--- src/rtl/rmq_pkg.sv ---
// Shared types, widths and codes for the rotation matrix to quaternion pipeline.
package rmq_pkg;

    localparam int FRAC_BITS = 16;
    localparam int IN_W      = 18;
    localparam int OUT_W     = 18;

    // signed width of trace/radicand sums
    localparam int RAD_W     = (FRAC_BITS + 2 > IN_W + 3) ? FRAC_BITS + 2 : IN_W + 3;
    localparam int SQ_IN_W   = RAD_W + FRAC_BITS;
    localparam int ROOT_W    = (SQ_IN_W + 1) / 2;
    localparam int SQ_PAD_W  = 2 * ROOT_W;
    localparam int SQ_REM_W  = ROOT_W + 2;

    // numerator magnitude, divisor (2r), dividend and divider remainder
    localparam int NUM_W     = IN_W + 1;
    localparam int MAG_W     = IN_W + 1;
    localparam int DIV_W     = ROOT_W + 1;
    localparam int DVD_W     = MAG_W + FRAC_BITS + 1;
    localparam int DREM_W    = DIV_W + 1;

    localparam logic [OUT_W-1:0] Q_MAX = {1'b0, {(OUT_W-1){1'b1}}};

    typedef enum logic [1:0] {
        BR_TRACE = 2'd0,
        BR_X     = 2'd1,
        BR_Y     = 2'd2,
        BR_Z     = 2'd3
    } branch_t;

    typedef logic [MAG_W-1:0] mag_t;

    typedef struct packed {
        logic             valid;
        logic             invalid;
        branch_t          branch;
        logic [2:0]       sign;
        mag_t [2:0]       mag;
    } sq_ctx_t;

    typedef struct packed {
        logic [SQ_PAD_W-1:0] rad;
        logic [ROOT_W-1:0]   root;
        logic [SQ_REM_W-1:0] rem;
    } sq_state_t;

    typedef struct packed {
        logic             valid;
        logic             invalid;
        branch_t          branch;
        logic [OUT_W-1:0] half;
        logic [2:0]       sign;
        logic [DIV_W-1:0] dsr;
    } dv_ctx_t;

    typedef struct packed {
        logic [DREM_W-1:0] rem;
        logic [DVD_W-1:0]  dvd;
    } dv_lane_t;

    typedef dv_lane_t [2:0] dv_lanes_t;

endpackage

--- src/rtl/rmq_sqrt_cell.sv ---
// One square root cell: retires one root bit per stage.
module rmq_sqrt_cell
    import rmq_pkg::*;
(
    input  logic      clk,
    input  logic      rst_n,
    input  logic      en,
    input  sq_ctx_t   ctx_in,
    input  sq_state_t st_in,
    output sq_ctx_t   ctx_out,
    output sq_state_t st_out
);

    logic [SQ_REM_W-1:0] rem_sh, trial;
    logic                ge;
    sq_ctx_t             ctx_reg;
    sq_state_t           st_reg, st_next;

    always_comb
    begin
        rem_sh       = {st_in.rem[SQ_REM_W-3:0], st_in.rad[SQ_PAD_W-1 -: 2]};
        trial        = {st_in.root, 2'b01};
        ge           = rem_sh >= trial;
        st_next.rem  = ge ? rem_sh - trial : rem_sh;
        st_next.root = {st_in.root[ROOT_W-2:0], ge};
        st_next.rad  = {st_in.rad[SQ_PAD_W-3:0], 2'b00};
    end

    always_ff @(posedge clk or negedge rst_n)
    begin
        if (!rst_n)
        begin
            ctx_reg <= '0;
            st_reg  <= '0;
        end
        else if (en)
        begin
            ctx_reg <= ctx_in;
            st_reg  <= st_next;
        end
    end

    assign ctx_out = ctx_reg;
    assign st_out  = st_reg;

endmodule

--- config.mk ---
export PLATFORM = sky130hd
export DESIGN_NAME = rmq_sqrt_cell
export DESIGN_NICKNAME = d
export VERILOG_FILES = /design/src/rtl/rmq_pkg.sv /design/src/rtl/rmq_sqrt_cell.sv
export SDC_FILE = /design/constraint.sdc
export NUM_CORES = 1
export LEC_CHECK = 0
export ABC_AREA = 1
export BUFFER_PORTS_ARGS = -buffer_cell sky130_fd_sc_hd__buf_2
export CAP_MARGIN = 10
export CORE_UTILIZATION = 30
export CTS_CLUSTER_SIZE = 16
export DETAILED_ROUTE_END_ITERATION = 16
export PLACE_DENSITY_LB_ADDON = 0.25
export SLEW_MARGIN = 10
export SYNTH_ARGS = -nofsm -noshare
export SYNTH_HDL_FRONTEND = slang
export SYNTH_SLANG_ARGS = --single-unit
--- constraint.sdc ---
create_clock -name clk -period 1.75 [get_ports clk]
set_input_delay 0.0875 -clock clk [delete_from_list [all_inputs] [get_ports clk]]
set_output_delay 0.0875 -clock clk [all_outputs]
set_load 0.01 [all_outputs]
Yosys cells after proc, flatten, opt, wreduce, memory -nomap -nowiden
Cells that the tools add are included.
{ "totals": {"output_inout_bits": 142, "elab_cells": 13, "register_bits": 140, "input_bits": 145} }
{ "classes": {"magnitude_cmp": 1, "mux": 1, "addsub": 1} }
{ "op_table": {"columns": ["operator", "count"], "rows": [
  ["$ge A21 B21 Y1", 1],
  ["$mux W21", 1],
  ["$sub A21 B21 Y21", 1]
]} }

Depth between registers and ports, before layout
{ "depth": {"word_depth": 2, "ltp_mapped": 15, "depth_no_buf": 14} }

Worst setup path before layout
OpenSTA, ideal clock, no wires.
{ "synth_path": {"path_type": "input port to flip-flop", "start": "input port st_in[28] (netlist bit)", "end": "register st_reg (netlist bit st_out[7])", "setup_slack_ps": 190, "setup_ps": 117, "t_arrival_ps": 1443, "path_stages": 13, "n_path_buf": 1, "cell_sequence": "inv_1 ha_1 nand2_1 inv_2 nand2_2 inv_1 a21oi_2 nand2_2 nand2_4 buf_2 nand3b_1 nand3_1 nand2_1"} }
{ "synth_via": {"elab_chain_len": 2} }
{ "synth_lines": {"columns": ["element", "line", "text"], "rows": [
  ["start: declaration", "rmq_sqrt_cell.sv:9", "input sq_state_t st_in,"],
  ["$ge A21 B21 Y1", "rmq_sqrt_cell.sv:23", "ge = rem_sh >= trial;"],
  ["$mux W21", "rmq_sqrt_cell.sv:24", "st_next.rem = ge ? rem_sh - trial : rem_sh;"],
  ["end signal: assignment", "rmq_sqrt_cell.sv:39", "st_reg <= st_next;"],
  ["end: declaration", "rmq_sqrt_cell.sv:17", "sq_state_t st_reg, st_next;"]
]} }
Every way passes these cells.
A chain may end at the register's enable or synchronous reset.

Worst setup path after layout
{ "layout_path": {"start": "input port st_in[6] (netlist bit)", "end": "register st_reg (netlist bit st_out[17])"} }
{ "layout_via": {"elab_chain_len": 2, "elab_cells_between_ends": 3, "cone_classes": "add/sub (1); order compare (1); mux (1)"} }
{ "layout_lines": {"columns": ["element", "line"], "rows": [
  ["$sub A21 B21 Y21 or $ge A21 B21 Y1 (tied branches)", "rmq_sqrt_cell.sv:24, rmq_sqrt_cell.sv:23"],
  ["$mux W21 *", "rmq_sqrt_cell.sv:24"]
]} }
Mark *: on every way between the ends. The rest lies on a longest branch, timed or not.

==> flow_summary.yaml <==
synth:
  ys.flop_type: "dfrtp_1"
  synth_warnings: 0
  ys_types: 34
  post-synth-top-area-fraction_pct: 49.5
  yosysSeqAreaShare_pct: 49.5
  synth_edf_count: 0
  yosys.area.top_type: "dfrtp_1"
  synth_most_common_cell: "nand2_1"
  synthCells: 928
  syn_avg_cell_area_um2: 7.62
  ys_ff_latch: 140
  synth_area_leaders: "dfrtp_1 50%, nand2_1 26%, inv_1 4.0%, ha_1 3.7%, nand3_1 2.5%"
  synthesis.area_mm2: 0.00707
  synth.top_cells.by_count: "498 x nand2_1, 140 x dfrtp_1, 76 x inv_1"
  synth-async-reset-ratio_pct: 100
power:
  peakVddDrop_uv: 519
  powerDensity_mw_per_mm2: 862
  leakage_nw: 6.24
layout:
  nets: 1542
  antenna_cells: 0
  finalInstanceArea_mm2: 0.0110
  fill_cells: 2245
  area_growth_pct: 56.0
  final_layout_size_suffix_gt1_share_pct: 29.5
detailed_routing:
  antenna_left: 0
  drt_iter0_drc: 382
  dr.pass1.iters: 5
  wire_per_inst_um: 13.6
  routed_wl_mm: 23.1
  viasPerCell: 4.29
  route.vias.total: 7305
  drcViolationCount: 0
sta:
  fin_crit_ns: 1.49
  finalHoldViolCount: 0
  rsz0062_at_grt: "no"
  slew_viol_final: 0
  setup_viol: 0
  fin_ws_ns: 0.257
  relSlewSlack_pct: 63.9
  fmax_mhz: 670
  finalSetupTns_ns: 0
  period_share_pct: 85.3
  worst-slew-pin-transition_ns: 0.541
  fin_skew_ns: 0
global_route:
  first_global_vias: 7147
  antenna_found_initial: 0
  grt_util_all_layers_pct: 19.3
  overflow: 0
  grt_pass1_wl_mm: 36.5
  grt_max_degree: 123
run:
  max_cap_violations: 0
setup_path:
  cpMaxStageDelayCell: "ha_1"
  cp-start-kind: "primary input"
  crit_path_end_kind: "register"
  cp_top_family: "simple AND/OR/NAND/NOR gates"
  slowest_delay_ns: 0.36
  crit_buf_inv: 2
  worstSetupPathType: "primary input to register"
  critPathMostFrequentCell: "nand2_1"
  crit_required_ns: 2.05
  cp.arrival_ns: 1.79
  worstPathCellList: "buf_2 > ha_1 > nand2_1 > nand2_1 > inv_1 > nand2_1 > a21oi_2 > nand2_2 > nand2_4 > nand2_8 > nand2_1 > nand2_1 > nand2_1 > nand2_1"
  crit_path_max_fanout: 22
clock_tree:
  clk_pin_slew_ns: 0.07
  ctsResizeCount: 0
  numCtsBuffers: 17
  cts_max_level: 4
  cts_tree: "done"
  cts_buffer_depth: 2
  post_cts_buffers: 0
  clkSinkCount: 140
  hold_buffers: 117
  root_buffer: "clkbuf_16"
  insertion_delay_ns: 0.42
placement:
  port_buffers: 282
  dpl_cell_area_mm2: 0.00932
  place_ws_ns: -0.138
  dp.final_hpwl_mm: 16.4
  place_congestion: 0.849
floorplan:
  die_x_um: 156
  initial_core_util_pct: 30.9
  die_h_um: 156
  core-area_mm2: 0.0229
  num_rows: 55
  ios: 287
  dieArea_mm2: 0.0242
hold_path:
  holdCritPathClass: "primary input to register"
outcome:
  status: "finished clean"
==> where the power goes <==
| group | internal (W) | total [W] | leakage [nW] | switching [W] |
|---|---|---|---|---|
| clock network | 0.00186 | 0.00349 | 0.259 | 0.00163 |
| logic | 0.00105 | 0.00229 | 4.28 | 0.00124 |
| registers | 0.00356 | 0.00373 | 1.70 | 0.000170 |
| total | 0.00648 | 0.00951 | 6.24 | 0.00304 |
==> cell type report <==
| cell class | count | area [µm²] | area share (%) |
|---|---|---|---|
| flip-flops and latches | 140 | 3500 | 31.7 |
| repair buffers | 467 | 3210 | 29.1 |
| multi-input cells | 669 | 3070 | 27.8 |
| clock buffers | 17 | 425 | 3.85 |
| well taps | 313 | 392 | 3.55 |
| inverters | 81 | 307 | 2.78 |
| clock inverters | 14 | 125 | 1.13 |
==> worst register-to-register path, delay by kind of cell, from the launching register on <==
kind / cells / cell delay, ns
simple gates: 2 / 0.16
flops: 1 / 0.45
==> metal layers <==
layer | track usage (%) | vias to the layer above | routed length, µm
met4 | 5.09 | 0 | 405
met5 | 0 | - | 0
met3 | 4.08 | 27 | 1130
met2 | 31.2 | 199 | 10600
li1 | - | 3731 | -
met1 | 26.1 | 3348 | 11000
==> kinds of logic (layout without fill, tap and decap cells) <==
| family | Yosys count | count (layout) | synth area share (%) |
|---|---|---|---|
| simple gates | 602 | 602 | 35.8 |
| flops | 140 | 140 | 49.5 |
| buf+inv | 120 | 579 | 7.13 |
| compound gates | 35 | 35 | 2.65 |
| fa+ha+maj | 21 | 21 | 3.71 |
| xor+xnor | 9 | 9 | 1.11 |
| other cells | 1 | 2 | 0.0530 |
==> path summary, 6_finish.rpt <==
kind	depth (start not counted)	endpoint	startpoint	slack [ns]
hold / removal	4	st_out[0]	st_in[76]	0.01
max in group asynchronous	3	st_out[22]	rst_n	0.95
setup / recovery	14	st_out[17]	st_in[6]	0.26
hold reg to reg	2	ctx_out[21]	ctx_out[21]	0.46
min in group asynchronous	2	st_out[33]	rst_n	0.18
setup reg to reg	2	ctx_out[0]	ctx_out[0]	1.04
==> sequential cells by signal, indices dropped and copies added, names as in the netlist <==
name	count
ctx_out	64
st_out	76
==> cells in the final DEF (no fill, tap or decap), types with 20 or more instances in the layout <==
cell | synthesis | final
buf_2 | 3 | 280
buf_4 | 3 | 60
dfrtp_1 | 140 | 140
dlygate4sd3_1 | 0 | 117
ha_1 | 21 | 21
inv_1 | 76 | 75
nand2_1 | 498 | 498
nand3_1 | 35 | 35
nor2_1 | 21 | 21
o21ai_0 | 20 | 20
==> stage by stage <==
stage / power [W] / utilization (%) / hold WS, ns / cells
2_1_floorplan: 0.00485 / - / -0.208 / 929
3_5_place_dp: 0.00588 / 40.6 / 0.0809 / 1553
4_1_cts: 0.00962 / 48.2 / 0.00257 / 1701
3_3_place_gp: 0.00586 / 40.6 / 0.0791 / 1553
5_1_grt: 0.0100 / 48.2 / 0.0162 / 1701
6_report: 0.00951 / 48.2 / 0.0138 / 1701
No activity file was read; power rests on OpenSTA's default activity.
