**config.mk**
```make
export PLATFORM = sky130hd
export DESIGN_NAME = rmq_front
export DESIGN_NICKNAME = d
export VERILOG_FILES = /design/src/rtl/rmq_pkg.sv /design/src/rtl/rmq_front.sv
export SDC_FILE = /design/constraint.sdc
export NUM_CORES = 1
export LEC_CHECK = 0
export ABC_AREA = 1
export BUFFER_PORTS_ARGS = -buffer_cell sky130_fd_sc_hd__buf_2
export CAP_MARGIN = 5
export CORE_MARGIN = 2
export CORE_UTILIZATION = 55
export CTS_BUF_LIST = sky130_fd_sc_hd__clkbuf_8
export DETAILED_ROUTE_END_ITERATION = 10
export PLACE_DENSITY = 0.77
export SLEW_MARGIN = 5
export SYNTH_ARGS = -nofsm -noshare
export SYNTH_HDL_FRONTEND = slang
export SYNTH_SLANG_ARGS = --single-unit
```
**constraint.sdc**
```tcl
create_clock -name clk -period 1.3 [get_ports clk]
set_clock_uncertainty 0.1 [all_clocks]
set_input_delay 0.13 -clock clk [delete_from_list [all_inputs] [get_ports clk]]
set_output_delay 0.13 -clock clk [all_outputs]
set_load 0.1 [all_outputs]
```
**src/rtl/rmq_pkg.sv**
```systemverilog
// Shared types, widths and codes for the rotation matrix to quaternion pipeline.
package rmq_pkg;

    localparam int FRAC_BITS = 16;
    localparam int IN_W      = 18;
    localparam int OUT_W     = 18;

    // signed width of trace/radicand sums
    localparam int RAD_W     = (FRAC_BITS + 2 > IN_W + 3) ? FRAC_BITS + 2 : IN_W + 3;
    localparam int SQ_IN_W   = RAD_W + FRAC_BITS;
    localparam int ROOT_W    = (SQ_IN_W + 1) / 2;
    localparam int SQ_PAD_W  = 2 * ROOT_W;
    localparam int SQ_REM_W  = ROOT_W + 2;

    // numerator magnitude, divisor (2r), dividend and divider remainder
    localparam int NUM_W     = IN_W + 1;
    localparam int MAG_W     = IN_W + 1;
    localparam int DIV_W     = ROOT_W + 1;
    localparam int DVD_W     = MAG_W + FRAC_BITS + 1;
    localparam int DREM_W    = DIV_W + 1;

    localparam logic [OUT_W-1:0] Q_MAX = {1'b0, {(OUT_W-1){1'b1}}};

    typedef enum logic [1:0] {
        BR_TRACE = 2'd0,
        BR_X     = 2'd1,
        BR_Y     = 2'd2,
        BR_Z     = 2'd3
    } branch_t;

    typedef logic [MAG_W-1:0] mag_t;

    typedef struct packed {
        logic             valid;
        logic             invalid;
        branch_t          branch;
        logic [2:0]       sign;
        mag_t [2:0]       mag;
    } sq_ctx_t;

    typedef struct packed {
        logic [SQ_PAD_W-1:0] rad;
        logic [ROOT_W-1:0]   root;
        logic [SQ_REM_W-1:0] rem;
    } sq_state_t;

    typedef struct packed {
        logic             valid;
        logic             invalid;
        branch_t          branch;
        logic [OUT_W-1:0] half;
        logic [2:0]       sign;
        logic [DIV_W-1:0] dsr;
    } dv_ctx_t;

    typedef struct packed {
        logic [DREM_W-1:0] rem;
        logic [DVD_W-1:0]  dvd;
    } dv_lane_t;

    typedef dv_lane_t [2:0] dv_lanes_t;

endpackage

```
**src/rtl/rmq_front.sv**
```systemverilog
// Entry stage: branch choice, radicand and the three minor numerators.
module rmq_front
    import rmq_pkg::*;
(
    input  logic                   clk,
    input  logic                   rst_n,
    input  logic                   en,
    input  logic                   load,
    input  logic signed [IN_W-1:0] m00,
    input  logic signed [IN_W-1:0] m01,
    input  logic signed [IN_W-1:0] m02,
    input  logic signed [IN_W-1:0] m10,
    input  logic signed [IN_W-1:0] m11,
    input  logic signed [IN_W-1:0] m12,
    input  logic signed [IN_W-1:0] m20,
    input  logic signed [IN_W-1:0] m21,
    input  logic signed [IN_W-1:0] m22,
    output sq_ctx_t                ctx_out,
    output sq_state_t              st_out
);

    localparam logic signed [RAD_W-1:0] ONE = RAD_W'(1) <<< FRAC_BITS;

    logic signed [RAD_W-1:0] e00, e11, e22;
    logic signed [RAD_W-1:0] trace, rad_t, rad_x, rad_y, rad_z, rad;
    logic signed [NUM_W-1:0] n_21_12, n_02_20, n_10_01, n_01_10, n_20_02, n_12_21;
    logic signed [NUM_W-1:0] num [3];
    branch_t                 branch;
    logic                    bad;
    sq_ctx_t                 ctx_reg, ctx_next;
    sq_state_t               st_reg, st_next;

    always_comb
    begin
        e00     = RAD_W'(m00);
        e11     = RAD_W'(m11);
        e22     = RAD_W'(m22);
        trace   = e00 + e11 + e22;
        rad_t   = trace + ONE;
        rad_x   = e00 - e11 - e22 + ONE;
        rad_y   = e11 - e22 - e00 + ONE;
        rad_z   = e22 - e00 - e11 + ONE;
        n_21_12 = NUM_W'(m21) - NUM_W'(m12);
        n_02_20 = NUM_W'(m02) - NUM_W'(m20);
        n_10_01 = NUM_W'(m10) - NUM_W'(m01);
        n_01_10 = NUM_W'(m01) + NUM_W'(m10);
        n_20_02 = NUM_W'(m20) + NUM_W'(m02);
        n_12_21 = NUM_W'(m12) + NUM_W'(m21);

        if (!trace[RAD_W-1])
        begin
            branch = BR_TRACE;
        end
        else if (m11 > m00)
        begin
            branch = (m22 > m11) ? BR_Z : BR_Y;
        end
        else if (m22 > m00)
        begin
            branch = BR_Z;
        end
        else
        begin
            branch = BR_X;
        end

        // minor lanes in slot order, major slot skipped
        case (branch)
            BR_TRACE:
            begin
                rad = rad_t;
                num[0] = n_21_12; num[1] = n_02_20; num[2] = n_10_01;
            end
            BR_X:
            begin
                rad = rad_x;
                num[0] = n_01_10; num[1] = n_20_02; num[2] = n_21_12;
            end
            BR_Y:
            begin
                rad = rad_y;
                num[0] = n_01_10; num[1] = n_12_21; num[2] = n_02_20;
            end
            default:
            begin
                rad = rad_z;
                num[0] = n_20_02; num[1] = n_12_21; num[2] = n_10_01;
            end
        endcase

        bad = rad[RAD_W-1] || (rad == '0);

        ctx_next.valid   = load;
        ctx_next.invalid = bad;
        ctx_next.branch  = branch;
        for (int k = 0; k < 3; k++)
        begin
            ctx_next.sign[k] = num[k][NUM_W-1];
            ctx_next.mag[k]  = num[k][NUM_W-1] ? MAG_W'(-num[k]) : MAG_W'(num[k]);
        end

        st_next.rad  = bad ? '0 : (SQ_PAD_W'(unsigned'(rad)) << FRAC_BITS);
        st_next.root = '0;
        st_next.rem  = '0;
    end

    always_ff @(posedge clk or negedge rst_n)
    begin
        if (!rst_n)
        begin
            ctx_reg <= '0;
            st_reg  <= '0;
        end
        else if (en)
        begin
            ctx_reg <= ctx_next;
            st_reg  <= st_next;
        end
    end

    assign ctx_out = ctx_reg;
    assign st_out  = st_reg;

endmodule

```
==> results.md, run 1 <==
- The flow did not finish.
- The run ended at 5_1_grt.
- The first error in the log reads "[ERROR GRT-0232] Routing congestion too high. Check the congestion heatmap in the GUI".
- The fraction of the yosys area taken by sequential cells is 10.3%.
- The mean instance size in the synthesized netlist is 6.61 sq um.
- The die outline width is 197 microns.
- The top cell type by total area after synthesis is sky130_fd_sc_hd__ha_1.
- The clock drives 85 sinks.
- The category of the worst endpoint is a register data pin.
- The initial utilization of the core area, before any placement, comes to 56.1%.
- The number of flops mapped to enable cells by yosys is 0.
- The proportion of synthesized flip-flops having asynchronous set or reset is 100%.
- The endpoint pin with the least setup slack after global-route repair is ctx_out[14]$_DFFE_PN0P_/D.
- The number of placed instances, taps included, is 4591.
- For this run the aggregate overflow at the end of global routing stands at 571.
- The share of the synthesized area in the top cell type is 20.7%.
- Synthesis instantiated 56 different standard cells from the library.
- Global routing used 91.1% of the available tracks across all layers.
- The dominant register cell in the synthesized netlist is sky130_fd_sc_hd__dfrtp_1.
- After detailed placement, the total cell area comes to 29900 sq um.
- Input and output buffers added on the ports amount to 250.
- Ranked by total cell area, the synthesized netlist is headed by sky130_fd_sc_hd__ha_1, sky130_fd_sc_hd__nand2_1, sky130_fd_sc_hd__dfrtp_1.
- The commonest cells after synthesis are sky130_fd_sc_hd__nand2_1, sky130_fd_sc_hd__inv_1, sky130_fd_sc_hd__ha_1.
- The die span in y is 197 microns.
- The deepest level of the CTS H-tree is 3.
- Synthesis produced 3111 cells.
- The number of clock buffers added by TritonCTS is 9.
- The buffer cell driving the clock tree root is sky130_fd_sc_hd__clkbuf_8.
- The most common cell in the synthesized netlist is sky130_fd_sc_hd__nand2_1.
- The synthesized netlist occupies a cell area of 20600 sq um.
- Counting flops and latches in the post-synthesis netlist gives 85.
- During synthesis, Yosys emitted a total of 0 warnings.
- The pin count of the biggest net entering global routing is 86.
- The I/O pin total is 308.
- The wire-length estimate of the detail-placed layout is 73.3 mm.
- After floorplanning, the core was divided into 70 placement rows.
- Routability-driven placement finished with a final weighted congestion of 1.12.
- The number of buffers on the longest clock path is 2.
==> what timing repair did <==
| item | CTS |
|---|---|
| setup buffers | 57 |
| hold buffers | 2 |
| pin swaps | 115 |
| endpoints found under the hold margin | 86 |
| resized for setup | 317 |
| setup endpoints to repair | 83 |
| gates cloned | 8 |
==> cell families after synthesis <==
group	synth area share [%]
buffers and inverters	12.1
other	0.0182
XOR/XNOR	6.34
AO/OA/AOI/OAI	12.1
flip-flops	10.3
AND/OR/NAND/NOR	30.5
adder cells (fa/ha/maj)	28.7
==> metal layers <==
layer	GRT overflow	global-route usage [%]
met5	7	70.1
met4	173	91.7
met3	64	84.7
met2	263	99.9
met1	64	89.4
==> stage by stage <==
step           hold WS, ns  TNS, ns  setup WS, ns
3_5_place_dp        0.0969  -217.50         -3.02
2_1_floorplan       -0.266  -160.61         -2.13
3_3_place_gp        0.0839  -205.00         -2.82
4_1_cts             0.0819  -162.86         -2.16
==> run 2, diff against run 1 <==
--- a/config.mk
+++ b/config.mk
@@ -9,10 +9,9 @@
 export BUFFER_PORTS_ARGS = -buffer_cell sky130_fd_sc_hd__buf_2
 export CAP_MARGIN = 5
 export CORE_MARGIN = 2
-export CORE_UTILIZATION = 55
-export CTS_BUF_LIST = sky130_fd_sc_hd__clkbuf_8
+export CORE_UTILIZATION = 40
 export DETAILED_ROUTE_END_ITERATION = 10
-export PLACE_DENSITY = 0.77
+export PLACE_DENSITY_LB_ADDON = 0.15
 export SLEW_MARGIN = 5
 export SYNTH_ARGS = -nofsm -noshare
 export SYNTH_HDL_FRONTEND = slang
==> run 2 against run 1 <==
Net effect: the flow now finishes, with violations (negative setup slack); area after synthesis stayed put; synthesized cell count stayed put.
==> results.md, run 2 <==
- Measured in cells, the most critical reg-to-reg path has a length of 2.
- The first TritonRoute pass finished after 5 iterations.
- The total clock sinks is 85 (unchanged).
- The proportion of synthesized flip-flops having asynchronous set or reset is 100% (unchanged).
- The transition time at the pin with the least slew margin is 0.648 ns.
- The number of buffers on the longest clock path is 2 (unchanged).
- STA classifies the critical path endpoint as a register.
- Result of the run: complete, but fails checks (was did not finish).
- The count of input and output buffers is 250 (unchanged).
- The net total in the final layout is 4855.
- The routability congestion estimate from global placement is 1.02 (was 1.12).
- Cells fill 66.4% of the core in the end.
- The initial core utilization is 40.3% (was 56.1%).
- The buffer cell driving the clock tree root was sky130_fd_sc_hd__clkbuf_16 (was sky130_fd_sc_hd__clkbuf_8).
- In the layout the commonest cells are sky130_fd_sc_hd__buf_4, sky130_fd_sc_hd__nand2_1, sky130_fd_sc_hd__inv_1.
- The area growth from synthesis to layout is 64.9%.
- Dividing the detail-routed wire length by the instance count gives 18.0 microns.
- In this run the worst setup path begins at m00[6].
- The final critical-path setup slack is -2.17 ns.
- After layout, the worst path uses 267% of the clock period.
- The routed design uses 5.69 mm of met3 wire.
- The most repeated cell in the gate-level netlist after synthesis is sky130_fd_sc_hd__nand2_1 (unchanged).
- The capturing instance or port of the critical path is ctx_out[37].
- The dominant cell type by count on the critical path is sky130_fd_sc_hd__nand2_4.
- Data on the critical path is required at its endpoint by 1.46 ns.
- The final critical path time including I/O delays and setup is 3.47 ns.
- The number of antenna violations at the first check in global routing is 0.
- The number of flops mapped to enable cells by yosys came to 0 (unchanged).
- The DRC violation count after routing is 0.
- The number of synthesis warnings is 0 (unchanged).
- The top routing layer in use is met4.
- The register bit total from synthesis is 85 (unchanged).
- The die outline width is 231 microns (was 197 microns).
- The checks that failed: negative setup slack.
- The routed layout has 24974 vias.
- The worst register-to-register path has a setup slack of 0.41 ns.
- Most area-consuming cells after synthesis: sky130_fd_sc_hd__ha_1, sky130_fd_sc_hd__nand2_1, sky130_fd_sc_hd__dfrtp_1 (unchanged).
- The cell with the biggest individual delay on the critical path is sky130_fd_sc_hd__fa_1.
- Summed over all cells, the static leakage comes to 17.9 nW.
- The critical path class is in -> reg.
- The final number of hold-violating endpoints came to 0.
- The sum of internal, switching and leakage power is 57.0 mW.
- The I/O pin total is 308 (unchanged).
- The startpoint identified for the worst register-to-register timing path is ctx_out[18].
- The tool flagged a number of max-cap violations equal to 0.
- The total standard cell area after synthesis is 20600 sq um (unchanged).
- The die span in y was 231 microns (was 197 microns).
- TritonCTS built the clock tree.
- The number of buffers and inverters on the critical path is 9.
- The total number of cells along the worst setup path is 27.
- In the final layout, the share of cells above drive strength 1 is 41.0%.
- The clock transition at the registers of the reported paths is 0.07 ns.
- The clock buffer count from CTS is 9 (unchanged).
- The fraction of the yosys area taken by sequential cells was 10.3% (unchanged).
- The detail route stage leaves a number of antenna-violating nets equal to 0.
- The deepest level of the CTS H-tree is 3 (unchanged).
- Global routing used 32.1% of the available tracks across all layers.
- The diode insertion count for antenna repair is 0.
- The worst stage delay on the critical path is 0.59 ns.
- The worst setup path is launched from a primary input.
- The mean instance size in the synthesized netlist is 6.61 sq um (unchanged).
- Derived from the worst setup path, the maximum achievable clock frequency is 0.289 GHz.
- The via count of the first global-routing pass is 24133.
- Setup violations remaining at the end of the flow were counted as 83.
- Top post-synthesis cells by count: sky130_fd_sc_hd__nand2_1, sky130_fd_sc_hd__inv_1, sky130_fd_sc_hd__ha_1 (unchanged).
- The number of instances in the synthesized netlist is 3111 (unchanged).
- The routed design uses 39.2 mm of met2 wire.
- The final routed wirelength across all metal layers is 89.3 mm.
- In the routed layout, each cell is associated on average with a via count of 5.04.
- The number of violations reported at the end of detailed-routing iteration 0 is 1749.
- The kind of path behind the tightest hold check is in -> async.
- The wire length of the first global-routing pass is 134 mm.
- The number of max-slew violations in the final report was 0.
- The most common library cell in the layout ignoring fill and taps is sky130_fd_sc_hd__buf_4.
- The dominant register cell in the synthesized netlist is sky130_fd_sc_hd__dfrtp_1 (unchanged).
- The maximum fanout along the worst path is 8.
- The share of the synthesized area in the top cell type is 20.7% (unchanged).
- The top cell type by total area after synthesis is sky130_fd_sc_hd__ha_1 (unchanged).
- The core footprint is 51100 sq um.
- Across the VDD grid, the largest voltage drop is 1.38 mV.
- The worst-case headroom to the max-slew limit is 56.7%.
- The row count came to 83 (was 70).
- The instance count after placement with tap cells included is 4868 (was 4591).
- The reg-to-reg endpoint is ctx_out[18].
- The family with the most delay on the worst path is simple AND/OR/NAND/NOR gates.
- The die covers 53300 sq um.
- Dividing total power by cell area gives a power density of 1680 nW/um^2.
- In the final routing, the length of wire on met1 measures 42.7 mm.
- The count of cells in the finished layout, fillers not included, comes to 4952.
- Setup repair after global routing could not meet its margin everywhere.
- The data arrival at the endpoint of the critical path is 3.62 ns.
- The flip-flop count of the largest register, all copies and words added is 64.
- The half-perimeter wire length after placement came to 76.4 mm (was 73.3 mm).
- The pin count of the biggest net entering global routing is 43.
- The clock reaches the later pin of the worst-skew pair after 0.34 ns.
- Global routing finished with a remaining overflow of 0.
- The number of library cell types mapped by synthesis is 56 (unchanged).
## run 2: per-layer routing
metal | track usage (%) | vias to the layer above
met4 | 6.15 | 0
met2 | 49.7 | 829
met5 | 0 | -
li1 | - | 12179
met3 | 2.95 | 90
met1 | 48.4 | 11876
## run 2: worst min-delay path by stage
stage / end / depth (start not counted) / slack [ns] / startpoint
3_3_place_gp: ctx_out[35] / 1 / -0.08 / rst_n
5_1_grt: ctx_out[58] / 2 / 0.12 / rst_n
2_1_floorplan: ctx_out[0] / 0 / -0.27 / rst_n
3_5_place_dp: ctx_out[58] / 1 / -0.08 / rst_n
6_report: ctx_out[35] / 2 / 0.09 / rst_n
4_1_cts: ctx_out[58] / 2 / 0.11 / rst_n
## run 2: power by group
part	switching [mW]	total (mW)	internal, mW	leakage, nW
Combinational	28.7	49.1	20.4	16.7
Sequential	1.54	5.34	3.79	1.05
Clock	1.17	2.50	1.33	0.138
## run 2: cell type report
cell class | instances | area, sq um
Inverter | 436 | 1720
Sequential cell | 85 | 2130
Fill cell | 4502 | 17200
Tap cell | 680 | 851
Multi-Input combinational cell | 2520 | 18700
Timing Repair Buffer | 1215 | 10300
Clock inverter | 6 | 52.6
Clock buffer | 10 | 229
## run 2: kinds of logic (layout without fill, tap and decap cells)
kind of cell    count (synthesis)  count (layout)  share of synthesized area, %
buf+inv                       566            1667                          12.1
fa+ha+maj                     422             422                          28.7
compound gates                445             445                          12.1
simple gates                 1443            1447                          30.5
other cells                     1              57                        0.0182
flops                          85              85                          10.3
xor+xnor                      149             149                          6.34
## run 2: what timing repair did
| action | CTS | global route |
|---|---|---|
| buffers inserted | 33 | 33 |
| hold buffers | 2 | 0 |
| pin swaps | 72 | 163 |
| endpoints found under the hold margin | 86 | 0 |
| endpoints found under the setup margin | 83 | 83 |
| cloned | 4 | 2 |
| gates resized for setup | 197 | 364 |
## run 2: per-stage QoR
step | cell area, sq um | setup TNS (ns) | hold WS [ns] | worst slack (ns)
2_1_floorplan | 21300 | -160.61 | -0.266 | -2.13
3_5_place_dp | 30800 | -217.75 | -0.0790 | -2.90
5_1_grt | 33900 | -177.84 | 0.115 | -2.34
3_3_place_gp | 30800 | -214.86 | -0.0794 | -2.78
4_1_cts | 32100 | -162.61 | 0.106 | -2.10
6_report | 33900 | -165.14 | 0.0916 | -2.17
No activity file was read; power rests on OpenSTA's default activity.
