File: src/rtl/rmq_pkg.sv
// Shared types, widths and codes for the rotation matrix to quaternion pipeline.
package rmq_pkg;

    localparam int FRAC_BITS = 16;
    localparam int IN_W      = 18;
    localparam int OUT_W     = 18;

    // signed width of trace/radicand sums
    localparam int RAD_W     = (FRAC_BITS + 2 > IN_W + 3) ? FRAC_BITS + 2 : IN_W + 3;
    localparam int SQ_IN_W   = RAD_W + FRAC_BITS;
    localparam int ROOT_W    = (SQ_IN_W + 1) / 2;
    localparam int SQ_PAD_W  = 2 * ROOT_W;
    localparam int SQ_REM_W  = ROOT_W + 2;

    // numerator magnitude, divisor (2r), dividend and divider remainder
    localparam int NUM_W     = IN_W + 1;
    localparam int MAG_W     = IN_W + 1;
    localparam int DIV_W     = ROOT_W + 1;
    localparam int DVD_W     = MAG_W + FRAC_BITS + 1;
    localparam int DREM_W    = DIV_W + 1;

    localparam logic [OUT_W-1:0] Q_MAX = {1'b0, {(OUT_W-1){1'b1}}};

    typedef enum logic [1:0] {
        BR_TRACE = 2'd0,
        BR_X     = 2'd1,
        BR_Y     = 2'd2,
        BR_Z     = 2'd3
    } branch_t;

    typedef logic [MAG_W-1:0] mag_t;

    typedef struct packed {
        logic             valid;
        logic             invalid;
        branch_t          branch;
        logic [2:0]       sign;
        mag_t [2:0]       mag;
    } sq_ctx_t;

    typedef struct packed {
        logic [SQ_PAD_W-1:0] rad;
        logic [ROOT_W-1:0]   root;
        logic [SQ_REM_W-1:0] rem;
    } sq_state_t;

    typedef struct packed {
        logic             valid;
        logic             invalid;
        branch_t          branch;
        logic [OUT_W-1:0] half;
        logic [2:0]       sign;
        logic [DIV_W-1:0] dsr;
    } dv_ctx_t;

    typedef struct packed {
        logic [DREM_W-1:0] rem;
        logic [DVD_W-1:0]  dvd;
    } dv_lane_t;

    typedef dv_lane_t [2:0] dv_lanes_t;

endpackage

File: src/rtl/rmq_div_cell.sv
// One divider cell: one quotient bit per stage for all three minor lanes.
module rmq_div_cell
    import rmq_pkg::*;
(
    input  logic      clk,
    input  logic      rst_n,
    input  logic      en,
    input  dv_ctx_t   ctx_in,
    input  dv_lanes_t lane_in,
    output dv_ctx_t   ctx_out,
    output dv_lanes_t lane_out
);

    logic [DREM_W-1:0] tmp [3];
    logic [DREM_W-1:0] dsr_x;
    logic [2:0]        ge;
    dv_ctx_t           ctx_reg;
    dv_lanes_t         lane_reg, lane_next;

    always_comb
    begin
        dsr_x = {1'b0, ctx_in.dsr};
        for (int k = 0; k < 3; k++)
        begin
            tmp[k] = {lane_in[k].rem[DREM_W-2:0], lane_in[k].dvd[DVD_W-1]};
            ge[k]  = tmp[k] >= dsr_x;
            lane_next[k].rem = ge[k] ? tmp[k] - dsr_x : tmp[k];
            lane_next[k].dvd = {lane_in[k].dvd[DVD_W-2:0], ge[k]};
        end
    end

    always_ff @(posedge clk or negedge rst_n)
    begin
        if (!rst_n)
        begin
            ctx_reg  <= '0;
            lane_reg <= '0;
        end
        else if (en)
        begin
            ctx_reg  <= ctx_in;
            lane_reg <= lane_next;
        end
    end

    assign ctx_out  = ctx_reg;
    assign lane_out = lane_reg;

endmodule
File: config.mk
export PLATFORM = sky130hd
export DESIGN_NAME = rmq_div_cell
export DESIGN_NICKNAME = d
export VERILOG_FILES = /design/src/rtl/rmq_pkg.sv /design/src/rtl/rmq_div_cell.sv
export SDC_FILE = /design/constraint.sdc
export NUM_CORES = 1
export LEC_CHECK = 0
export ABC_CLOCK_PERIOD_IN_PS = 2100
export BUFFER_PORTS_ARGS = -buffer_cell sky130_fd_sc_hd__buf_2
export CAP_MARGIN = 10
export CORE_MARGIN = 4
export CORE_UTILIZATION = 40
export CTS_BUF_LIST = sky130_fd_sc_hd__clkbuf_4
export DETAILED_ROUTE_END_ITERATION = 16
export HOLD_SLACK_MARGIN = 0.02
export PLACE_DENSITY = 0.67
export SYNTH_ARGS = -nofsm -noshare
export SYNTH_HDL_FRONTEND = slang
export SYNTH_SLANG_ARGS = --single-unit
File: constraint.sdc
create_clock -name clk -period 2.1 [get_ports clk]
set_input_delay 0.21 -clock clk [delete_from_list [all_inputs] [get_ports clk]]
set_output_delay 0.21 -clock clk [all_outputs]
set_load 0.05 [all_outputs]
# --- Yosys cells after proc, flatten, opt, wreduce, memory -nomap -nowiden ---
# Cells that the tools add are included.
totals:
  inputBits: 219
  word_cells: 21
  reg_bits: 216
  out_inout_bits: 216
op_classes:
  n_addsub: 3
  muxes: 3
  magnitude_cmp: 3
op_table:
  columns: ["op", "n"]
  rows:
  - [">= comparator 21 x 20 -> 1 bit", 3]
  - ["2-to-1 mux 21 bit", 3]
  - ["subtractor 21 x 20 -> 21 bit", 3]

# --- Longest topological paths before layout ---
# Gate-level depths: netlist of the first run.
logic_depth:
  ltp_word: 2
  mapped_depth: 13
  depth_no_buf: 11

# --- Least setup slack after synthesis of the first run ---
# OpenSTA, ideal clock, no wires.
synth_timing:
  kind: "input port to flip-flop"
  start: "in ctx_in[6] (netlist bit)"
  end: "reg lane_reg (netlist bit lane_out[163])"
  arrival_time_ns: 2.427
  required_ns: 1.975
  setup_slack_ns: -0.451
  cell_stages: 12
  path_buffers: 2
  cell_sequence: "inv_1 ha_1 buf_6 a2111oi_2 inv_1 o211ai_2 a21oi_2 o2111ai_1 and3_1 buf_4 mux2_2 mux2_2"
synth_via:
  elab_chain_len: 2
  elab_cells_between_ends: 3
  classes_between: "add/sub: 1; order compare: 1; mux: 1"
synth_lines:
  columns: ["item", "line_no", "source"]
  rows:
  - ["start: declaration", "rmq_div_cell.sv:8", "input dv_ctx_t ctx_in,"]
  - ["subtractor 21 x 20 -> 21 bit or >= comparator 21 x 20 -> 1 bit (tied branches)", "rmq_div_cell.sv:27, rmq_div_cell.sv:26", null]
  - ["2-to-1 mux 21 bit (*)", "rmq_div_cell.sv:27", "lane_next[k].rem = ge[k] ? tmp[k] - dsr_x : tmp[k];"]
  - ["end signal: assignment", "rmq_div_cell.sv:42", "lane_reg <= lane_next;"]
  - ["end: declaration", "rmq_div_cell.sv:18", "dv_lanes_t lane_reg, lane_next;"]
# Mark *: on every way between the ends. The rest lies on a longest branch, timed or not.
# A chain may end at the register's enable or synchronous reset.

# --- Worst setup path after layout of the first run ---
layout_timing:
  start: "in lane_in[110] (netlist bit)"
  end: "reg lane_reg (netlist bit lane_out[110])"
layout_via:
  elab_chain_len: 2
layout_lines:
  columns: ["item", "line_no", "source"]
  rows:
  - ["start: declaration", "rmq_div_cell.sv:9", "input dv_lanes_t lane_in,"]
  - [">= comparator 21 x 20 -> 1 bit", "rmq_div_cell.sv:26", "ge[k] = tmp[k] >= dsr_x;"]
  - ["2-to-1 mux 21 bit", "rmq_div_cell.sv:27", null]
# Every way passes these cells.

==> results of run 1 <==
==> per-layer routing <==
metal  global-route usage [%]  vias up  wire length, um
met4                     13.0        6             2060
met1                     31.5     5764            17900
li1                         -     5707                -
met2                     47.2      441            22700
met5                        0        -               41
met3                     6.83      122             2960
==> how the worst max path moves through the flow <==
stage                       startpoint       endpoint  cells past startpoint
after floorplan           lane_in[155]  lane_out[163]                     11
after global placement       ctx_in[0]  lane_out[168]                     12
after detailed placement     ctx_in[9]  lane_out[169]                     11
after CTS                  lane_in[93]  lane_out[111]                     13
after global routing       lane_in[49]   lane_out[43]                     12
final                     lane_in[110]  lane_out[110]                      9
==> sequential cells by signal (all words and copies together), names as in the netlist <==
signal	flops
ctx_out	45
lane_out	171
==> logic make-up (layout without fill, tap and decap cells) <==
kind of cell | count (synthesis) | after routing | share of synthesized area [%]
compound gates | 244 | 244 | 14.1
fa+ha+maj | 63 | 63 | 6.90
simple gates | 234 | 234 | 9.29
flops | 216 | 216 | 46.0
other cells | 0 | 6 | 0
buf+inv | 87 | 1015 | 3.23
xor+xnor | 41 | 41 | 3.05
mux | 185 | 185 | 17.4
==> synthesized netlist by cell type, types with 6 or more instances <==
cell type | number | area [sq um]
dfrtp_1 | 216 | 5410
nor3_1 | 9 | 45.0
mux2i_1 | 28 | 280
xor2_1 | 10 | 87.6
ha_1 | 60 | 751
o21a_1 | 14 | 105
a31oi_1 | 27 | 169
a21o_1 | 20 | 150
nand2_1 | 58 | 218
o31a_1 | 6 | 52.6
nor2_1 | 88 | 330
a21oi_1 | 81 | 405
nand2b_1 | 10 | 62.6
nor2b_1 | 13 | 81.3
a211o_1 | 7 | 61.3
inv_1 | 42 | 158
and3_1 | 8 | 50.1
mux2_2 | 157 | 1770
clkbuf_1 | 31 | 116
o21ai_0 | 23 | 115
nand4_1 | 9 | 56.3
nand3_1 | 16 | 80.1
xnor2_1 | 31 | 272
buf_2 | 6 | 30.0
o211ai_1 | 9 | 67.6
==> cell type report <==
| type | count | area, sq um | share of cell area (%) |
|---|---|---|---|
| multi-input cells | 767 | 6370 | 32.8 |
| repair buffers | 876 | 6280 | 32.3 |
| flip-flops and latches | 216 | 5410 | 27.8 |
| clock buffers | 77 | 578 | 2.98 |
| well taps | 384 | 480 | 2.47 |
| inverters | 42 | 180 | 0.928 |
| clock inverters | 20 | 111 | 0.574 |
| diodes | 6 | 15.0 | 0.0773 |
==> power groups by stage <==
| stage | combinational, W | clock, W | sequential (W) |
|---|---|---|---|
| after detailed placement | 0.00548 | 0 | 0.00506 |
| after global routing | 0.00640 | 0.00399 | 0.00508 |
| after floorplan | 0.00176 | 0 | 0.00691 |
| after global placement | 0.00541 | 0 | 0.00503 |
| final | 0.00604 | 0.00370 | 0.00501 |
| after CTS | 0.00588 | 0.00375 | 0.00499 |
==> what timing repair did <==
item | in CTS | in global routing
hold endpoints to repair | 428 | 1
buffers inserted | 0 | 11
hold buffers | 239 | 1
resized for setup | 0 | 43
endpoints found under the setup margin | 0 | 56
==> stage by stage <==
| step | hold slack, ns | std cells | setup slack (ns) | setup TNS [ns] | util [%] |
|---|---|---|---|---|---|
| finish | 0.0494 | 2388 | 0.0261 | 0 | 67.3 |
| global route | 0.0311 | 2387 | -0.0128 | -0.0221 | 67.3 |
| floorplan | -0.0856 | 1070 | -0.234 | -4.91 | - |
| detailed placement | 0.242 | 2039 | -0.627 | -31.76 | 55.6 |
| CTS | 0.0270 | 2375 | 0.00719 | 0 | 66.3 |
| global placement | 0.241 | 2039 | -0.583 | -29.22 | 55.6 |
==> critical path, delay by kind of cell <==
kind                     cells  cell delay (ns)
buffers and inverters        2             0.69
AO/OA/AOI/OAI                2             0.65
adder cells (fa/ha/maj)      1             0.27
AND/OR/NAND/NOR              4             0.81
==> run metrics, run 1 <==
flops & latches, synth=216; post-synth cell types=72; clock skew=0 ns; most frequent cells in the layout=425 x buf_2, 237 x dlygate4sd3_1, 216 x dfrtp_1, 196 x buf_4, 153 x mux2_2; DP Wirelength=31,800 um; Avg Inst Size Synth=11.0 sq um; Clock Sinks=216; CP endpoint kind=register; max-slew violation count=0; port bufs=431; worst r2r dst=lane_out[20]; FF-to-FF Start=lane_out[20]; commonest non-fill, non-tap cell in the layout=buf_2; Initial Util=40.7%; Switch Pwr=0.00595 W; Tmin final=2.07 ns; hold depth=5; HP Class=in2reg; Setup-failing EPs final=0; Core Area=0.0289 sq mm; fillers=2,266; clock latency on the worst-skew pair=0.69 ns; clock power share=25.1%; max incr delay on CP=0.54 ns; Pwr Density=760 mW/mm^2; via/cell ratio=5.04; Reg clk slew, reported paths=0.07 ns; Area growth syn-to-layout=65.1%; routed vias=12,000; Synth Instances=1,070; Setup crit start kind=input port; Worst Tran Pin Value=0.625 ns; IO Count=435; largest net degree at the start of global routing=73; die area=0.0322 sq mm; placer congestion estimate=0.899; Post-Place Cell Area=0.0160 sq mm; CTS tree=yes; clk buf depth=3; reg2reg path depth=2; Tot Pwr=0.0147 W; Hold Startpoint=lane_in[94]; # DRC=0; first-pass GRT wire length=71,000 um; Req. time, crit path=2.67 ns; Hold Path End=lane_out[95]; Rows=62; Final #Nets=2,242; slowest CP cell=dlygate4sd3_1; DRT Pass-1 Iters=5; Internal=0.00879 W; Die Wd=179 um; initial antenna violation count=8; final hold vios=0; Avg WL per Cell=19.1 um; Tcrit/Tclk final=98.8%; Routed Antenna Nets=0; cell leakage power=9.36 nW; Die Ht=179 um; share of layout cells above drive strength 1=47.3%; Seq/Total Area, Yosys=46.0%; Combinational Power Share=41.0%; maximum fanout along the worst path=7; # Max-Cap Violations=0; asr flop ratio synth=100%; Max-slew headroom=58.3%; GRT overflow=0; Peak Freq=0.482 GHz; root buf cell=clkbuf_4; synthesized area=0.0118 sq mm; Synth Net Count=1,352; Routed WL=45,600 um; total number of H-tree levels=2; initial DRC count=496; Post-synth EDFFs=0; R2R setup slack=0.72 ns; Yosys warning count=0; VDD IR max=0.601 mV; Worst Path Arrival=2.64 ns; critical-path cell list=dlygate4sd3_1, buf_2, ha_4, nand2_2, or4_4, nor2_4, nor4_4, o41a_1, a31o_2; CP Class=in2reg; Post-Layout Inst Area=0.0194 sq mm; number of global-route vias before repair=13,200; Flop pwr share=34.0%; status=finished, final reports clean; Main synth FF type=dfrtp_1; Inserted Clock Buffers=57; Sw Ratio=40.4%; GR Util All Layers=27.2%
Power figures use the tool's default switching activity.
==> inputs of run 2 (changes only) <==
Settings changed: PLACE_DENSITY 0.67 to default, PLACE_DENSITY_LB_ADDON from default to 0.05.
==> run metrics, run 2 (synthesized netlist as in run 1, its figures left out) <==
status=complete, but fails checks (was finished, final reports clean); failing checks=setup timing; # DRC=0 (unchanged); initial DRC count=456 (was 496); Die Wd=179 um (unchanged); Inserted Clock Buffers=59 (was 57); worst setup path end=lane_out[110] (unchanged); first-pass GRT wire length=68,000 um (was 71,000 um); max incr delay on CP=0.54 ns (about the same); IO Count=435 (unchanged); number of global-route vias before repair=12,700 (was 13,200); maximum fanout along the worst path=7 (unchanged); Req. time, crit path=2.65 ns (was 2.67 ns); clock skew=0 ns (unchanged); HP Class=in2async (was in2reg); Routed WL=42,500 um (was 45,600 um); via/cell ratio=4.90 (was 5.04); CP startpoint=lane_in[111] (was lane_in[110]); CP endpoint kind=register (unchanged); Die Ht=179 um (unchanged); max FFs per register=171 (unchanged); DP Wirelength=30,900 um (was 31,800 um); Post-Layout Inst Area=0.0193 sq mm (was 0.0194 sq mm); commonest non-fill, non-tap cell in the layout=buf_2 (unchanged); routed vias=11,700 (was 12,000); critical-path cell list=dlygate4sd3_1, buf_2, ha_4, nand2_2, or4_1, nor2_2, nor4_4, o41a_1, a31o_2 (was dlygate4sd3_1, buf_2, ha_4, nand2_2, or4_4, nor2_4, nor4_4, o41a_1, a31o_2); final setup margin=-0.0290 ns (was 0.0261 ns); Avg WL per Cell=17.8 um (was 19.1 um); port bufs=431 (unchanged); initial antenna violation count=6 (was 8); Worst Path Arrival=2.68 ns (was 2.64 ns); slowest CP cell=dlygate4sd3_1 (unchanged); Pwr Density=763 mW/mm^2 (was 760 mW/mm^2); final hold vios=0 (unchanged); share of layout cells above drive strength 1=47.9% (was 47.3%); worst r2r dst=ctx_out[4] (was lane_out[20]); Routed Antenna Nets=0 (unchanged); largest net degree at the start of global routing=69 (was 73); met3 Usage GRT=6.61% (was 6.83%); Core Area=0.0289 sq mm (unchanged); Setup crit start kind=input port (unchanged); Reg clk slew, reported paths=0.06 ns (was 0.07 ns); root buf cell=clkbuf_4 (unchanged); Setup-failing EPs final=1 (was 0); Rows=62 (unchanged); Tcrit/Tclk final=101% (was 98.8%); R2R setup slack=0.79 ns (was 0.72 ns); max-slew violation count=0 (unchanged); most frequent cells in the layout=428 x buf_2, 225 x dlygate4sd3_1, 216 x dfrtp_1, 204 x buf_4, 153 x mux2_2 (was 425 x buf_2, 237 x dlygate4sd3_1, 216 x dfrtp_1, 196 x buf_4, 153 x mux2_2); total number of H-tree levels=2 (unchanged); Hold WS=0.0843 ns (was 0.0494 ns); Worst Tran Pin Value=0.586 ns (was 0.625 ns); # Max-Cap Violations=0 (unchanged); reg2reg path depth=2 (unchanged); met2 Track Usage GR=44.3% (was 47.2%); GRT overflow=0 (unchanged); Area growth syn-to-layout=64.3% (was 65.1%); placer congestion estimate=0.872 (was 0.899); clock latency on the worst-skew pair=0.70 ns (was 0.69 ns); cell leakage power=9.37 nW (was 9.36 nW); CP Class=in2reg (unchanged); Max-slew headroom=60.9% (was 58.3%); grt peak-use layer=met2 (unchanged); CTS tree=yes (unchanged); VDD IR max=0.554 mV (was 0.601 mV); GR Util All Layers=25.8% (was 27.2%); met1 usage=31.2% (was 31.5%); Final #Nets=2,241 (was 2,242); Post-Place Cell Area=0.0162 sq mm (was 0.0160 sq mm); DRT Pass-1 Iters=5 (unchanged); FF-to-FF Start=ctx_out[4] (was lane_out[20]); pre-CTS WS=-0.614 ns (was -0.627 ns); die area=0.0322 sq mm (unchanged); clk buf depth=3 (unchanged); Tmin final=2.13 ns (was 2.07 ns); Peak Freq=0.470 GHz (was 0.482 GHz); Clock Sinks=216 (unchanged); Initial Util=40.7% (unchanged)
[run 2: cell types whose count changed in the layout (fill, tap and decap cells not counted), sizes merged, moves of 2 or more]
| cell | before | now |
|---|---|---|
| buf | 637 | 648 |
| clkbuf | 77 | 90 |
| clkinv | 17 | 11 |
| dlymetal6s4s | 2 | 0 |
| dlygate4sd3 | 237 | 225 |
[run 2: critical path: cells and delay by family]
kind                     cells  cell delay (ns)
adder cells (fa/ha/maj)      1             0.27
AND/OR/NAND/NOR              4             0.81
buffers and inverters        2             0.68
AO/OA/AOI/OAI                2             0.68
[run 2: worst min path at each step]
| stage | start | cells past startpoint | to |
|---|---|---|---|
| 6_report | rst_n | 2 | lane_out[151] |
| 5_1_grt | rst_n | 2 | lane_out[151] |
| 4_1_cts | lane_in[149] | 5 | lane_out[150] |
| 3_5_place_dp | rst_n | 1 | lane_out[48] |
| 3_3_place_gp | rst_n | 1 | lane_out[48] |
| 2_1_floorplan | rst_n | 0 | ctx_out[0] |
[run 2: area by class of cell]
type,instances,area [sq um]
multi-input cells,767,6280
inverters,42,180
repair buffers,873,6200
clock buffers,90,676
diodes,5,12.5
fillers,2419,9540
flip-flops and latches,216,5410
well taps,384,480
clock inverters,13,82.6
[run 2: per-stage QoR]
stage | total power (W) | cells | setup TNS, ns | util, %
after floorplan | 0.00867 | 1070 | -4.91 | -
after global placement | 0.0105 | 2057 | -32.02 | 56.0
after detailed placement | 0.0105 | 2057 | -34.57 | 56.0
after CTS | 0.0148 | 2385 | 0 | 66.5
after global routing | 0.0156 | 2389 | -0.0441 | 66.9
final | 0.0147 | 2390 | -0.0290 | 66.9
[run 2: layer usage]
metal,vias up,share of wire [%]
met3,104,6.3
li1,5700,-
met2,344,49
met1,5558,41
met4,4,3.5
met5,-,0.087
[run 2: power by group]
group	switching [W]	internal, W	leakage [nW]
Combinational	0.00368	0.00221	6.41
Sequential	0.000284	0.00469	2.50
Clock	0.00181	0.00206	0.455
Total	0.00578	0.00897	9.37
[run 2: timing repair]
action                                  CTS  global route
endpoints found under the setup margin    0            62
buffers inserted                          0             1
hold endpoints to repair                429             0
hold buffers                            225             0
gates resized for setup                   0            25
==> inputs of run 3 (changes only) <==
Settings changed: CORE_UTILIZATION 40 to 35.
==> run metrics, run 3 (synthesized netlist as in run 1, its figures left out) <==
# DRC=0 (unchanged); Post-Layout Inst Area=0.0195 sq mm (was 0.0193 sq mm); total number of H-tree levels=3 (was 2); max incr delay on CP=0.54 ns (about the same); Core Area=0.0329 sq mm (was 0.0289 sq mm); placer congestion estimate=0.864 (was 0.872); CTS tree=yes (unchanged); Peak Freq=0.490 GHz (was 0.470 GHz); clock latency on the worst-skew pair=0.68 ns (was 0.70 ns); initial antenna violation count=9 (was 6); maximum fanout along the worst path=4 (was 7); Final #Nets=2,259 (was 2,241); metal3 WL=2830 um (was 2690 um); Post-Place Cell Area=0.0163 sq mm (was 0.0162 sq mm); number of global-route vias before repair=12,400 (was 12,700); Setup crit start kind=input port (unchanged); Req. time, crit path=2.67 ns (was 2.65 ns); max FFs per register=171 (unchanged); Avg WL per Cell=17.4 um (was 17.8 um); port bufs=431 (unchanged); GR Util All Layers=22.9% (was 25.8%); DP Wirelength=31,900 um (was 30,900 um); final hold vios=0 (unchanged); clk buf depth=3 (unchanged); cell leakage power=9.45 nW (was 9.37 nW); Tot Pwr=0.0152 W (was 0.0147 W); Tmin final=2.04 ns (was 2.13 ns); VDD IR max=0.480 mV (was 0.554 mV); HP Class=in2reg (was in2async); Finished Layout Cells=2,474 (was 2,390); Worst Path Arrival=2.61 ns (was 2.68 ns); commonest non-fill, non-tap cell in the layout=buf_2 (unchanged); Setup-failing EPs final=0 (was 1); post-CTS setup buffer count=0 (unchanged); met2 wire len=21,100 um (was 20,900 um); via/cell ratio=4.73 (was 4.90); IO Count=435 (unchanged); Max-slew headroom=59.9% (was 60.9%); routed vias=11,700 (about the same); first-pass GRT wire length=66,000 um (was 68,000 um); Clock Sinks=216 (unchanged); # Max-Cap Violations=0 (unchanged); DRT Pass-1 Iters=5 (unchanged); Area growth syn-to-layout=66.2% (was 64.3%); Initial Util=35.8% (was 40.7%); largest net degree at the start of global routing=67 (was 69); wl on met1=17,600 um (was 17,300 um); Routed WL=43,000 um (was 42,500 um); Reg clk slew, reported paths=0.06 ns (about the same); Die Ht=191 um (was 179 um); slowest CP cell=dlygate4sd3_1 (unchanged); Worst Tran Pin Value=0.601 ns (was 0.586 ns); most frequent cells in the layout=428 x buf_2, 230 x dlygate4sd3_1, 216 x dfrtp_1, 213 x buf_4, 153 x mux2_2 (was 428 x buf_2, 225 x dlygate4sd3_1, 216 x dfrtp_1, 204 x buf_4, 153 x mux2_2); share of layout cells above drive strength 1=47.6% (was 47.9%); initial DRC count=370 (was 456); Top Layer Used=met5 (unchanged); GRT overflow=0 (unchanged); max-slew violation count=0 (unchanged); Die Wd=191 um (was 179 um); Setup TNS=0 ns (was -0.0290 ns); root buf cell=clkbuf_4 (unchanged); dpl cells=2,122 (was 2,057); Rows=66 (was 62); Tcrit/Tclk final=97.1% (was 101%); CP Class=in2reg (unchanged); clock skew=0 ns (unchanged); Inserted Clock Buffers=66 (was 59); critical-path cell list=dlygate4sd3_1, buf_2, ha_1, nand2_1, or4_1, nor2_2, nor4_2, buf_4, o21ai_0, o211ai_1, o41a_1, a31o_2 (was dlygate4sd3_1, buf_2, ha_4, nand2_2, or4_1, nor2_2, nor4_4, o41a_1, a31o_2); Routed Antenna Nets=0 (unchanged); die area=0.0366 sq mm (was 0.0322 sq mm); CP endpoint kind=register (unchanged); status=finished, final reports clean (was complete, but fails checks); Pwr Density=780 mW/mm^2 (was 763 mW/mm^2)
run 3: cell count changes in the layout (fill, tap and decap cells not counted), sizes merged:
| cell | previous run | this run |
|---|---|---|
| buf | 648 | 654 |
| bufinv | 1 | 3 |
| clkbuf | 90 | 93 |
| clkinv | 11 | 15 |
| clkinvlp | 2 | 4 |
| diode | 5 | 10 |
| dlygate4sd3 | 225 | 230 |
| inv | 41 | 40 |
run 3: through the flow:
step                hold WS, ns  util [%]  worst slack (ns)
global route             0.0571      59.4          -0.00675
finish                   0.0555      59.5            0.0604
CTS                      0.0242      59.2            0.0211
detailed placement        0.228      49.5            -0.652
global placement          0.227      49.5            -0.606
floorplan               -0.0856         -            -0.234
run 3: worst max-delay path: cells and delay by family:
family | cells | cell delay [ns]
and+or+nand+nor | 4 | 0.72
buffers and inverters | 3 | 0.83
adders and majority gates | 1 | 0.29
AOI/OAI and AO/OA | 4 | 0.57
run 3: path summary, 6_finish.rpt:
path,from,endpoint,slack (ns),cells past startpoint
worst min register to register,lane_out[35],lane_out[35],0.50,1
max in group asynchronous,rst_n,lane_out[130],1.26,3
worst max-delay path,lane_in[111],lane_out[110],0.06,12
worst min-delay path,lane_in[42],lane_out[43],0.06,4
worst max register to register,ctx_out[8],ctx_out[8],0.77,2
min in group asynchronous,rst_n,lane_out[48],0.10,2
run 3: power by group:
part           leakage (nW)  internal, W  total (W)  switching [W]
logic                  6.45      0.00223    0.00592        0.00368
clock network         0.504      0.00241    0.00436        0.00194
registers              2.50      0.00469    0.00497       0.000275
total                  9.45      0.00934     0.0152        0.00590
run 3: per-layer routing:
layer	global-route usage (%)	vias to the layer above
li1	-	5750
met1	27.6	5493
met2	38.8	348
met3	6.25	95
met4	9.17	6
met5	0	-
run 3: timing repair:
| action | 4_1_cts | 5_1_grt |
|---|---|---|
| hold buffers | 230 | 0 |
| resized for setup | 0 | 17 |
| endpoints found under the setup margin | 0 | 44 |
| endpoints found under the hold margin | 427 | 0 |
run 3: layout make-up:
type	instances	area (sq um)
Clock buffer	93	698
Antenna cell	10	25.0
Multi-Input combinational cell	767	6240
Clock inverter	20	170
Inverter	42	180
Sequential cell	216	5410
Tap cell	442	553
Timing Repair Buffer	884	6280
Fill cell	2985	13300
